[config.mk]
export PLATFORM = sky130hd
export DESIGN_NAME = postfix_expression_evaluator_unit_flat
export DESIGN_NICKNAME = d
export VERILOG_FILES = /design/src/rtl/rpne_pkg.sv /design/src/rtl/rpne_if.sv /design/src/rtl/rpne_cell.sv /design/src/rtl/rpne_div.sv /design/src/rtl/postfix_expression_evaluator_unit.sv /design/src/flat_wrapper.sv
export SDC_FILE = /design/constraint.sdc
export NUM_CORES = 2
export LEC_CHECK = 0
export CAP_MARGIN = 20
export CORE_ASPECT_RATIO = 0.5
export CORE_UTILIZATION = 55
export DETAILED_ROUTE_END_ITERATION = 7
export DONT_BUFFER_PORTS = 1
export PLACE_DENSITY = 0.69
export SLEW_MARGIN = 20
export SYNTH_ARGS = -nofsm -noshare
export SYNTH_HDL_FRONTEND = slang
export SYNTH_SLANG_ARGS = --single-unit
[constraint.sdc]
create_clock -name clk -period 30.7 [get_ports clk]
set_input_delay 1.535 -clock clk [delete_from_list [all_inputs] [get_ports clk]]
set_output_delay 1.535 -clock clk [all_outputs]
set_load 0.02 [all_outputs]
[src/rtl/rpne_pkg.sv]
// Shared types and constants for the postfix expression evaluator.
// No dependencies; every other file in rtl/ refers to this package.
package rpne_pkg;

	localparam int DATA_W          = 32;
	localparam int SYM_W           = 8;
	localparam int STACK_DEPTH_DEF = 32;
	localparam int DIV_CNT_W       = $clog2(DATA_W + 1);

	localparam logic [SYM_W-1:0] SYM_MUL  = 8'd42;
	localparam logic [SYM_W-1:0] SYM_ADD  = 8'd43;
	localparam logic [SYM_W-1:0] SYM_SUB  = 8'd45;
	localparam logic [SYM_W-1:0] SYM_DIV  = 8'd47;
	localparam logic [SYM_W-1:0] SYM_ZERO = 8'd48;

	typedef enum logic [1:0] {
		STATUS_OK      = 2'd0,
		STATUS_UNDER   = 2'd1,
		STATUS_OVER    = 2'd2,
		STATUS_DIVZERO = 2'd3
	} status_t;

	// What a stack cell loads next: hold, the neighbor above (push / new top),
	// or the neighbor below (pop).
	typedef enum logic [1:0] {
		CELL_HOLD,
		CELL_LOAD,
		CELL_RAISE
	} cell_op_t;

	typedef enum logic [1:0] {
		PS_IDLE,
		PS_EXEC,
		PS_DIV,
		PS_EMIT
	} eval_state_t;

	typedef struct packed {
		logic busy;
		logic done;
	} div_stat_t;

endpackage

[src/rtl/rpne_if.sv]
// Valid/ready channel interfaces for the evaluator's input and result words.
// Depends on rpne_pkg for field widths.
interface rpne_in_if;
	logic                         valid;
	logic                         ready;
	logic [rpne_pkg::SYM_W-1:0]   symbol;
	logic                         end_of_expression;

	modport source (output valid, output symbol, output end_of_expression, input ready);
	modport sink   (input valid, input symbol, input end_of_expression, output ready);
endinterface

interface rpne_out_if;
	logic                                valid;
	logic                                ready;
	logic signed [rpne_pkg::DATA_W-1:0]  result_value;
	logic [1:0]                          status;

	modport source (output valid, output result_value, output status, input ready);
	modport sink   (input valid, input result_value, input status, output ready);
endinterface

[src/rtl/rpne_cell.sv]
// One operand stack entry; loads from its upper or lower neighbor or holds.
// Depends on rpne_pkg.
module rpne_cell (
	input  logic                          clk,
	input  rpne_pkg::cell_op_t            cmd,
	input  logic [rpne_pkg::DATA_W-1:0]   up_val,
	input  logic [rpne_pkg::DATA_W-1:0]   down_val,
	output logic [rpne_pkg::DATA_W-1:0]   val_q
);

	always_ff @(posedge clk) begin
		unique case (cmd)
			rpne_pkg::CELL_LOAD:  val_q <= up_val;
			rpne_pkg::CELL_RAISE: val_q <= down_val;
			default:              val_q <= val_q;
		endcase
	end

endmodule

[src/rtl/rpne_div.sv]
// Radix-2 restoring divider, signed, truncating toward zero, one bit a cycle.
// Depends on rpne_pkg. Divisor must be nonzero when start is raised.
module rpne_div (
	input  logic                          clk,
	input  logic                          arst_n,
	input  logic                          start,
	input  logic [rpne_pkg::DATA_W-1:0]   dividend,
	input  logic [rpne_pkg::DATA_W-1:0]   divisor,
	output rpne_pkg::div_stat_t           stat,
	output logic [rpne_pkg::DATA_W-1:0]   quotient
);

	localparam int W = rpne_pkg::DATA_W;

	logic                            busy_q;
	logic                            done_q;
	logic [rpne_pkg::DIV_CNT_W-1:0]  cnt_q;
	logic [W-1:0]                    rem_q;
	logic [W-1:0]                    quo_q;
	logic [W-1:0]                    mb_q;
	logic                            neg_q;

	logic [W:0]   shifted;
	logic [W:0]   diff;
	logic [W-1:0] ma;
	logic [W-1:0] mb;

	assign ma      = dividend[W-1] ? (W'(0) - dividend) : dividend;
	assign mb      = divisor[W-1] ? (W'(0) - divisor) : divisor;
	assign shifted = {rem_q, quo_q[W-1]};
	assign diff    = shifted - {1'b0, mb_q};

	always_ff @(posedge clk or negedge arst_n) begin
		if (!arst_n) begin
			busy_q <= 1'b0;
			done_q <= 1'b0;
			cnt_q  <= '0;
		end else begin
			done_q <= 1'b0;
			if (start) begin
				busy_q <= 1'b1;
				cnt_q  <= rpne_pkg::DIV_CNT_W'(W);
			end else if (busy_q) begin
				cnt_q <= cnt_q - 1'b1;
				if (cnt_q == rpne_pkg::DIV_CNT_W'(1)) begin
					busy_q <= 1'b0;
					done_q <= 1'b1;
				end
			end
		end
	end

	always_ff @(posedge clk) begin
		if (start) begin
			rem_q <= '0;
			quo_q <= ma;
			mb_q  <= mb;
			neg_q <= dividend[W-1] ^ divisor[W-1];
		end else if (busy_q) begin
			// keep the trial difference when it does not borrow
			if (!diff[W]) begin
				rem_q <= diff[W-1:0];
				quo_q <= {quo_q[W-2:0], 1'b1};
			end else begin
				rem_q <= shifted[W-1:0];
				quo_q <= {quo_q[W-2:0], 1'b0};
			end
		end
	end

	assign stat.busy = busy_q;
	assign stat.done = done_q;
	assign quotient  = neg_q ? (W'(0) - quo_q) : quo_q;

endmodule

[src/rtl/postfix_expression_evaluator_unit.sv]
// Postfix evaluator top level: control, row of stack cells, divider, result register.
// Depends on rpne_pkg, rpne_if, rpne_cell and rpne_div.
//
// Usage:
//   expr   - input words (symbol, end_of_expression), valid/ready. A symbol
//            that is not * + - / pushes symbol - 48; an operator pops two
//            entries and pushes the 32-bit wrapping result.
//   result - one word per expression (result_value, status), valid/ready,
//            sent after the word marked end_of_expression.
// Sequencing:
//   A push, +, - or * passes through EXEC before ready returns in IDLE.
//   A / by a nonzero divisor also waits in DIV for the one-bit-per-cycle divider.
//   The last word of an expression goes on to EMIT, which waits for a free
//   result register and loads it; that register drives result.
// The stack is a row of cells with the top at cell 0; a push shifts every
// cell down by one, an operator shifts them up and loads the new top.
// Reset empties the stack, clears the error and drops any pending result.
// A stalled receiver holds the result register; the next expression's words
// are still taken until its own last word needs the result register.
module postfix_expression_evaluator_unit #(
	parameter int STACK_DEPTH = rpne_pkg::STACK_DEPTH_DEF
) (
	input  logic              clk,
	input  logic              arst_n,
	rpne_in_if.sink           expr,
	rpne_out_if.source        result
);

	localparam int W  = rpne_pkg::DATA_W;
	localparam int CW = $clog2(STACK_DEPTH + 1);

	rpne_pkg::eval_state_t     state_q, state_d;
	logic [rpne_pkg::SYM_W-1:0] sym_q;
	logic                      last_q;
	logic [CW-1:0]             count_q, count_d;
	rpne_pkg::status_t         err_q, err_d;

	logic                      out_valid_q;
	logic [W-1:0]              out_value_q;
	rpne_pkg::status_t         out_status_q;

	logic [W-1:0]              vals [STACK_DEPTH];
	rpne_pkg::cell_op_t        cmd [STACK_DEPTH];
	logic [W-1:0]              new_top;
	logic                      do_push, do_pop, div_start, emit, slot_free, is_op;
	logic [W-1:0]              push_val, product;

	rpne_pkg::div_stat_t       div_stat;
	logic [W-1:0]              quotient;

	assign is_op = (sym_q == rpne_pkg::SYM_MUL) || (sym_q == rpne_pkg::SYM_ADD) ||
		(sym_q == rpne_pkg::SYM_SUB) || (sym_q == rpne_pkg::SYM_DIV);
	assign push_val  = W'(sym_q) - W'(rpne_pkg::SYM_ZERO);
	assign product   = vals[1] * vals[0];
	assign slot_free = !out_valid_q || result.ready;
	assign expr.ready = (state_q == rpne_pkg::PS_IDLE);

	// next state
	always_comb begin
		state_d = state_q;
		unique case (state_q)
			rpne_pkg::PS_IDLE: begin
				if (expr.valid) state_d = rpne_pkg::PS_EXEC;
			end
			rpne_pkg::PS_EXEC: begin
				if (div_start)   state_d = rpne_pkg::PS_DIV;
				else if (last_q) state_d = rpne_pkg::PS_EMIT;
				else             state_d = rpne_pkg::PS_IDLE;
			end
			rpne_pkg::PS_DIV: begin
				if (div_stat.done) state_d = last_q ? rpne_pkg::PS_EMIT : rpne_pkg::PS_IDLE;
			end
			rpne_pkg::PS_EMIT: begin
				if (slot_free) state_d = rpne_pkg::PS_IDLE;
			end
			default: state_d = rpne_pkg::PS_IDLE;
		endcase
	end

	// datapath control
	always_comb begin
		do_push   = 1'b0;
		do_pop    = 1'b0;
		div_start = 1'b0;
		emit      = 1'b0;
		new_top   = push_val;
		count_d   = count_q;
		err_d     = err_q;
		unique case (state_q)
			rpne_pkg::PS_EXEC: begin
				if (err_q == rpne_pkg::STATUS_OK) begin
					if (!is_op) begin
						if (count_q == CW'(STACK_DEPTH)) begin
							err_d = rpne_pkg::STATUS_OVER;
						end else begin
							do_push = 1'b1;
							count_d = count_q + 1'b1;
						end
					end else if (count_q < CW'(2)) begin
						err_d = rpne_pkg::STATUS_UNDER;
					end else begin
						unique case (sym_q)
							rpne_pkg::SYM_MUL: begin
								new_top = product;
								do_pop  = 1'b1;
							end
							rpne_pkg::SYM_ADD: begin
								new_top = vals[1] + vals[0];
								do_pop  = 1'b1;
							end
							rpne_pkg::SYM_SUB: begin
								new_top = vals[1] - vals[0];
								do_pop  = 1'b1;
							end
							default: begin
								if (vals[0] == '0) err_d = rpne_pkg::STATUS_DIVZERO;
								else               div_start = 1'b1;
							end
						endcase
						if (do_pop) count_d = count_q - 1'b1;
					end
				end
			end
			rpne_pkg::PS_DIV: begin
				if (div_stat.done) begin
					new_top = quotient;
					do_pop  = 1'b1;
					count_d = count_q - 1'b1;
				end
			end
			rpne_pkg::PS_EMIT: begin
				if (slot_free) begin
					emit    = 1'b1;
					count_d = '0;
					err_d   = rpne_pkg::STATUS_OK;
				end
			end
			default: ;
		endcase
	end

	always_comb begin
		for (int i = 0; i < STACK_DEPTH; i++) begin
			if (do_push)                cmd[i] = rpne_pkg::CELL_LOAD;
			else if (do_pop && i == 0)  cmd[i] = rpne_pkg::CELL_LOAD;
			else if (do_pop)            cmd[i] = rpne_pkg::CELL_RAISE;
			else                        cmd[i] = rpne_pkg::CELL_HOLD;
		end
	end

	for (genvar g = 0; g < STACK_DEPTH; g++) begin : g_cell
		logic [W-1:0] up_val;
		logic [W-1:0] down_val;
		if (g == 0) begin : g_top
			assign up_val = new_top;
		end else begin : g_mid
			assign up_val = vals[g-1];
		end
		if (g == STACK_DEPTH - 1) begin : g_bot
			assign down_val = '0;
		end else begin : g_lower
			assign down_val = vals[g+1];
		end
		rpne_cell u_cell (
			.clk      (clk),
			.cmd      (cmd[g]),
			.up_val   (up_val),
			.down_val (down_val),
			.val_q    (vals[g])
		);
	end

	rpne_div u_div (
		.clk      (clk),
		.arst_n   (arst_n),
		.start    (div_start),
		.dividend (vals[1]),
		.divisor  (vals[0]),
		.stat     (div_stat),
		.quotient (quotient)
	);

	always_ff @(posedge clk or negedge arst_n) begin
		if (!arst_n) begin
			state_q     <= rpne_pkg::PS_IDLE;
			count_q     <= '0;
			err_q       <= rpne_pkg::STATUS_OK;
			out_valid_q <= 1'b0;
		end else begin
			state_q <= state_d;
			count_q <= count_d;
			err_q   <= err_d;
			if (emit)              out_valid_q <= 1'b1;
			else if (result.ready) out_valid_q <= 1'b0;
		end
	end

	always_ff @(posedge clk) begin
		if (expr.valid && expr.ready) begin
			sym_q  <= expr.symbol;
			last_q <= expr.end_of_expression;
		end
		if (emit) begin
			if (err_q != rpne_pkg::STATUS_OK) begin
				out_value_q  <= '0;
				out_status_q <= err_q;
			end else if (count_q == '0) begin
				out_value_q  <= '0;
				out_status_q <= rpne_pkg::STATUS_UNDER;
			end else begin
				out_value_q  <= vals[0];
				out_status_q <= rpne_pkg::STATUS_OK;
			end
		end
	end

	assign result.valid        = out_valid_q;
	assign result.result_value = out_value_q;
	assign result.status       = out_status_q;

endmodule
[src/flat_wrapper.sv]
// flat-port wrapper written by rule: the top's interface ports become plain ports
module postfix_expression_evaluator_unit_flat 
#(
	parameter int STACK_DEPTH = rpne_pkg::STACK_DEPTH_DEF
)
  (clk, arst_n, expr_valid, expr_symbol, expr_end_of_expression, expr_ready, result_valid, result_result_value, result_status, result_ready);
  rpne_in_if expr_i ();
  rpne_out_if result_i ();
  input  logic clk;
  input  logic arst_n;
  input wire logic [$bits(expr_i.valid)-1:0] expr_valid;
  input wire logic [$bits(expr_i.symbol)-1:0] expr_symbol;
  input wire logic [$bits(expr_i.end_of_expression)-1:0] expr_end_of_expression;
  output wire logic [$bits(expr_i.ready)-1:0] expr_ready;
  output wire logic [$bits(result_i.valid)-1:0] result_valid;
  output wire logic [$bits(result_i.result_value)-1:0] result_result_value;
  output wire logic [$bits(result_i.status)-1:0] result_status;
  input wire logic [$bits(result_i.ready)-1:0] result_ready;
  assign expr_i.valid = expr_valid;
  assign expr_i.symbol = expr_symbol;
  assign expr_i.end_of_expression = expr_end_of_expression;
  assign expr_ready = expr_i.ready;
  assign result_valid = result_i.valid;
  assign result_result_value = result_i.result_value;
  assign result_status = result_i.status;
  assign result_i.ready = result_ready;
  postfix_expression_evaluator_unit #(.STACK_DEPTH(STACK_DEPTH)) u_core (.clk(clk), .arst_n(arst_n), .expr(expr_i), .result(result_i));
endmodule
# Word-level counts from Yosys, hierarchy flattened

Cells that the tools add are included.

Reduce and logical (&&, ||, !) cells: 22
Bitwise operators: 1
$add $sub $neg: 10
Magnitude comparators: 1
Multipliers: 1
Mux-type cells: 104
Equality and inequality tests: 23

Operators with widths:

| operator                | count |
|---|---|
| $pmux W32 S2            | 33 |
| $mux W32                | 9 |
| $pmux W32 S3            | 1 |
| $sub A1 B32 Y32 const A | 3 |
| $mux W6                 | 9 |
| $sub A33 B32 Y33        | 1 |
| $add A32 B32 Y32        | 1 |
| $eq A8 B6 Y1 const B    | 4 |
| $logic_not A32 Y1       | 1 |
| $mul A32 B32 Y32        | 1 |
| $mux W1                 | 32 |
| $sub A32 B32 Y32        | 1 |
| $mux W31                | 1 |
| $mux W2                 | 15 |
| $pmux W6 S3             | 1 |
| $reduce_bool A2 Y1      | 6 |
| $sub A6 B1 Y6 const B   | 2 |
| $sub A8 B6 Y9 const B   | 1 |
| $eq A2 B2 Y1 const B    | 4 |
| $ne A4 B4 Y1 const B    | 2 |
| $pmux W2 S4             | 1 |
| $reduce_and A7 Y1       | 1 |
| $add A6 B1 Y6 const B   | 1 |
| $eq A2 B1 Y1 const B    | 3 |
| other kinds (21)        | 28 |

Output and inout port bits: 36
Logic and storage cells: 210
Input bits: 13
Register bits after elaboration: 1183

# Logic depth before layout (Yosys ltp)

Depth after elaboration: 15
Gate-level depth with buffers: 28
Depth with buffers taken out: 26

# Modules after synthesis

Synthesis repeated with hierarchy kept, for this count alone.

Cells, all modules: 5710
Area total of the unflattened synthesis: 78476.5 um^2

Modules (own cells, without submodules):

| module                            | instances | cells each | area each (um^2) |
|---|---|---|---|
| rpne_cell                         | 32        | 71         | 1525.2 |
| postfix_expression_evaluator_unit | 1         | 2521       | 21784.6 |
| rpne_div                          | 1         | 917        | 7885.1 |

# Worst setup path before layout

OpenSTA, ideal clock, no wires.

Path kind: register to register
From: register u_core.count_q[3]
To: register u_core.g_cell[0].u_cell.val_q[0] (netlist bit), enable pin
Setup time: 7.071 ns
Period minus slack after synthesis: 25.390 ns
Data arrival time: 18.319 ns
Cell stages (with the launch flop): 9
Setup slack: 5.310 ns
Buffers on the path: 2
Required time: 23.629 ns
Cell sequence: dfrtp_1 clkbuf_1 nor3_1 nor3b_2 or2_2 clkbuf_1 nor2_1 o21ai_0 nand2_1

RTL lines:

| item                     | RTL line                                 | source |
|---|---|---|
| start: declaration       | postfix_expression_evaluator_unit.sv:35  | `logic [CW-1:0] count_q, count_d;` |
| start signal: assignment | postfix_expression_evaluator_unit.sv:191 | `count_q <= count_d;` |
| end signal: assignment   | rpne_cell.sv:13                          | `rpne_pkg::CELL_LOAD: val_q <= up_val;` |
| end signal: assignment   | rpne_cell.sv:14                          | `rpne_pkg::CELL_RAISE: val_q <= down_val;` |
| end signal: assignment   | rpne_cell.sv:15                          | `default: val_q <= val_q;` |
| end: declaration         | rpne_cell.sv:8                           | `output logic [rpne_pkg::DATA_W-1:0] val_q` |

# Worst setup path in the final report

From: register u_core.sym_q[4] (netlist bit)
To: register u_core.g_cell[25].u_cell.val_q[6] (netlist bit), data pin

Cells in the longest elaborated chain, start to end: 15

RTL lines:

| item                                         | RTL line                                                                                                                   | source |
|---|---|---|
| start: declaration                           | postfix_expression_evaluator_unit.sv:33                                                                                    | `logic [rpne_pkg::SYM_W-1:0] sym_q;` |
| start signal: assignment                     | postfix_expression_evaluator_unit.sv:200                                                                                   | `sym_q <= expr.symbol;` |
| $eq A8 B6 Y1, on equally long branches       | postfix_expression_evaluator_unit.sv:52, postfix_expression_evaluator_unit.sv:102, postfix_expression_evaluator_unit.sv:51 |  |
| $reduce_or A3 Y1 (no line)                   | n/a                                                                                                                        |  |
| $mux W1                                      | postfix_expression_evaluator_unit.sv:102                                                                                   | `unique case (sym_q)` |
| $mux W1                                      | postfix_expression_evaluator_unit.sv:99                                                                                    | `end else if (count_q < CW'(2)) begin` |
| $mux W1                                      | postfix_expression_evaluator_unit.sv:92                                                                                    | `if (!is_op) begin` |
| $mux W1                                      | postfix_expression_evaluator_unit.sv:91                                                                                    | `if (err_q == rpne_pkg::STATUS_OK) begin` |
| $mux W1                                      | postfix_expression_evaluator_unit.sv:89                                                                                    | `unique case (state_q)` |
| $mux W1                                      | postfix_expression_evaluator_unit.sv:99                                                                                    |  |
| $mux W1                                      | postfix_expression_evaluator_unit.sv:92                                                                                    |  |
| $mux W1                                      | postfix_expression_evaluator_unit.sv:91                                                                                    |  |
| $pmux W1 S2                                  | postfix_expression_evaluator_unit.sv:89                                                                                    |  |
| $mux W2                                      | postfix_expression_evaluator_unit.sv:146                                                                                   | `else if (do_pop) cmd[i] = rpne_pkg::CELL_RAISE;` |
| $mux W2 (*)                                  | postfix_expression_evaluator_unit.sv:144                                                                                   | `if (do_push) cmd[i] = rpne_pkg::CELL_LOAD;` |
| $eq A2 B2 Y1 or $eq A2 B1 Y1 (tied branches) | rpne_cell.sv:12                                                                                                            | `unique case (cmd)` |
| $pmux W32 S2 (*)                             | rpne_cell.sv:12                                                                                                            |  |
| end signal: assignment                       | rpne_cell.sv:13                                                                                                            |  |
| end signal: assignment                       | rpne_cell.sv:14                                                                                                            |  |
| end signal: assignment                       | rpne_cell.sv:15                                                                                                            |  |
| end: declaration                             | rpne_cell.sv:8                                                                                                             |  |

Every way passes the cells marked *; elsewhere a longest branch is shown, timed or not. The select of a mux whose other input is x is not followed.
A chain may end at the register's enable or synchronous reset.

==> reports/qor.csv <==
metric,value,unit
reg2reg_to,u_core.g_cell[25].u_cell.val_q[6]$_DFFE_PP_,
rr_startpoint,u_core.sym_q[4]$_DFFE_PP_,
r2r_slack,21.58,ns
crit_path_start_kind,flip-flop,
ant_nets,0,
cpMostUsedCell,buf_4,
drive_above_1_share,0.2263,
cts_resized,0,
slowest_stage,buf_4,
grt_overflow,0,
clockBufferDepth,3,
clkPwrFrac,0.436,
fin_skew,0.05888,ns
tns,0,ns
portBuffers,0,
hold_viol,0,
slew-limit-headroom,0.2344,
drtIter0Drc,3986,
fp.coreArea,0.1289,mm^2
yosysWarnings,0,
maxCapViolations,0,
post_cts_buffers,0,
dr.pass1.iters,8,
die_y,257.1,um
p_switching,0.0006145,W
wl_per_cell,21.78,um
syn_area_per_cell,13.07,um^2
drc_errors,0,
power.internal,0.002472,W
p_per_area,40.35,mW/mm^2
final_nets,5983,
end_kind,flip-flop,
grt_pass1_vias,42370,
viasPerCell,5.856,
cts_made_buffers,104,
post-route-period-util,0.2971,
syn_inst,5474,
h-tree-depth,3,
sw_frac_of_total,0.1991,
cts_num_sinks,1183,
setup_viol,0,
worstSetupPathType,reg -> reg,
synth_cell_types,80,
synth_top_area_frac,0.4750,
fin_crit,9.120,ns
tritoncts,done,
drt-total-wl,155700,um
worst_path_largest_cell_delay,0.94,ns
area_growth,6.877,%
die-area,0.1316,mm^2
layout_common_cells,"edfxtp_1 (1132), mux2_2 (959), inv_1 (447)",
clk_latency,0.76,ns
clk_pin_slew,0.07,ns
hpwl,104600,um
regArea,0.03511,mm^2
syn_nets,6098,
ys_async_sr_fraction,0.01606,
synth_area,0.07156,mm^2
gp_congestion,0.9506,
multiInputGateArea,0.03331,mm^2
cp.required,31.16,ns
irDropWorstVdd,0.04948,mV
nFillCells,10180,
cp.arrival,9.58,ns
cts-root-buf,clkbuf_16,
io_pins,49,
hold_buffers,0,
seqPwrFrac,0.564,
rsz0062_at_grt,false,
synth.area.top_cells,"edfxtp_1 (48%), mux2_2 (15%), fa_1 (11%)",
status,completed,
synth_ff_type,edfxtp_1,
synth-edff-count,1132,
synth_seq_cells,1183,
track_usage,0.2390,
vias,41860,
r2r_cells,15,
path_max_fanout,91,
worst_pin_slew,1.148,ns
ys_seq_area_frac,0.4906,
max_freq,109.7,MHz
mostFrequentLayoutCell,edfxtp_1,
path_cells,inv_1 -> ha_1 -> and3_1 -> nand2_1 -> or2_2 -> nor2_1 -> o21ai_0 -> nor2b_4 -> buf_4 -> buf_4 -> buf_4 -> buf_4 -> buf_4 -> buf_4 -> mux2_2,
die_w,512.1,um
grt_first_pass_wirelength,246100,um
finish.utilization,0.5932,
antenna_found_initial,5,
drv_slew,0,
leakage,25.72,nW
grt_max_degree,203,
synth_area_leader_cell,edfxtp_1,
rows,93,
floorplan.initialDensity,0.5551,
min_path_type,in -> async,
power_frac_comb,0,
-- kinds of logic after synthesis --
family,count (synthesis),synth area share
xor gates and xnor gates,261,0.03194
AOI/OAI and AO/OA,567,0.05070
adders and majority gates,611,0.1498
and+or+nand+nor,1093,0.07731
muxes,990,0.1552
DFF,1183,0.4906
buffers and inverters,769,0.04436
-- state kept, by name, summed over array words and instances (netlist names), 2 cells and up --
register	count
u_core.result.result_value	32
u_core.u_div.quo_q	32
u_core.state_q	2
u_core.g_cell.u_cell.val_q	1024
u_core.u_div.mb_q	32
u_core.result.status	2
u_core.err_q	2
u_core.sym_q	8
u_core.u_div.cnt_q	6
u_core.u_div.rem_q	32
u_core.count_q	6
-- synthesized netlist by cell type (all sizes together) (13+ instances only) --
cell type	n
edfxtp	1132
mux2	959
inv	447
fa	410
nand2	407
and2	314
ha	201
clkbuf	199
o21ai	166
xnor2	137
a21oi	125
xor2	124
buf	121
nor2	111
and3	44
nor2b	42
a21o	38
nor3	34
o31ai	33
or3	33
dfxtp	32
mux2i	31
nand2b	25
nand3	24
a31oi	23
o22ai	23
dfrtp	19
o211ai	17
a22oi	16
a211oi	15
o21bai	14
o21a	13
o41ai	13
-- metrics by stage --
step	std cells	hold WS, ns	power (W)	cell area (um^2)	setup slack (ns)
final	7148	0.4775	0.003086	76480	21.58
after global routing	7146	0.4294	0.003177	76480	20.98
after global placement	6960	0.4730	0.001775	72980	21.88
after CTS	7143	0.4212	0.003120	76430	21.49
after floorplan	5474	0.4578	0.001775	71560	5.310
after detailed placement	6960	0.4821	0.001775	72980	21.51
-- worst max-delay path: cells and delay by family (launching register included) --
family	cells	cell delay, ns
buffers and inverters	7	4.96
AND/OR/NAND/NOR	5	2.14
flip-flops	1	0.48
multiplexers	1	0.41
AO/OA/AOI/OAI	1	0.40
adder cells (fa/ha/maj)	1	0.17
-- layer usage --
metal	up-vias	part of all wire	GRT usage
met5	-	0	0
li1	18980	-	-
met1	21330	0.47	0.3612
met3	238	0.072	0.04453
met4	0	0.023	0.06246
met2	1312	0.44	0.3541
-- how the worst max path moves through the flow --
| stage | start | to | slack (ns) | cells past startpoint |
|---|---|---|---|---|
| 4_1_cts | u_core.sym_q[4]$_DFFE_PP_ | u_core.g_cell[12].u_cell.val_q[14]$_DFFE_PP_ | 21.49 | 15 |
| 2_1_floorplan | u_core.count_q[3]$_DFFE_PN0P_ | u_core.g_cell[0].u_cell.val_q[0]$_DFFE_PP_ | 5.31 | 8 |
| 3_5_place_dp | u_core.sym_q[4]$_DFFE_PP_ | u_core.g_cell[25].u_cell.val_q[13]$_DFFE_PP_ | 21.51 | 15 |
| 6_report | u_core.sym_q[4]$_DFFE_PP_ | u_core.g_cell[25].u_cell.val_q[6]$_DFFE_PP_ | 21.58 | 15 |
| 5_1_grt | u_core.sym_q[4]$_DFFE_PP_ | u_core.g_cell[25].u_cell.val_q[6]$_DFFE_PP_ | 20.98 | 15 |
| 3_3_place_gp | u_core.sym_q[4]$_DFFE_PP_ | u_core.g_cell[23].u_cell.val_q[13]$_DFFE_PP_ | 21.88 | 15 |
-- final cells by class --
| class | instances | share of cell area |
|---|---|---|
| sequential | 1183 | 0.4590 |
| multi-input combinational | 3522 | 0.4355 |
| clock buffer | 123 | 0.03509 |
| tap | 1710 | 0.02797 |
| inverter | 449 | 0.02204 |
| timing repair buffer | 99 | 0.01027 |
| clock inverter | 60 | 0.01001 |
| antenna | 2 | 0.00006544 |
-- power groups by stage --
| stage | registers (W) | clock network [W] | logic [W] |
|---|---|---|---|
| finish | 0.00174 | 0.00135 | 0.0000000910 |
| global route | 0.00174 | 0.00144 | 0.0000000957 |
| CTS | 0.00174 | 0.00138 | 0.0000000875 |
| detailed placement | 0.00177 | 0 | 0.0000000875 |
| global placement | 0.00177 | 0 | 0.0000000811 |
| floorplan | 0.00177 | 0 | 0.0000000766 |
(Power assumes the default switching activity.)
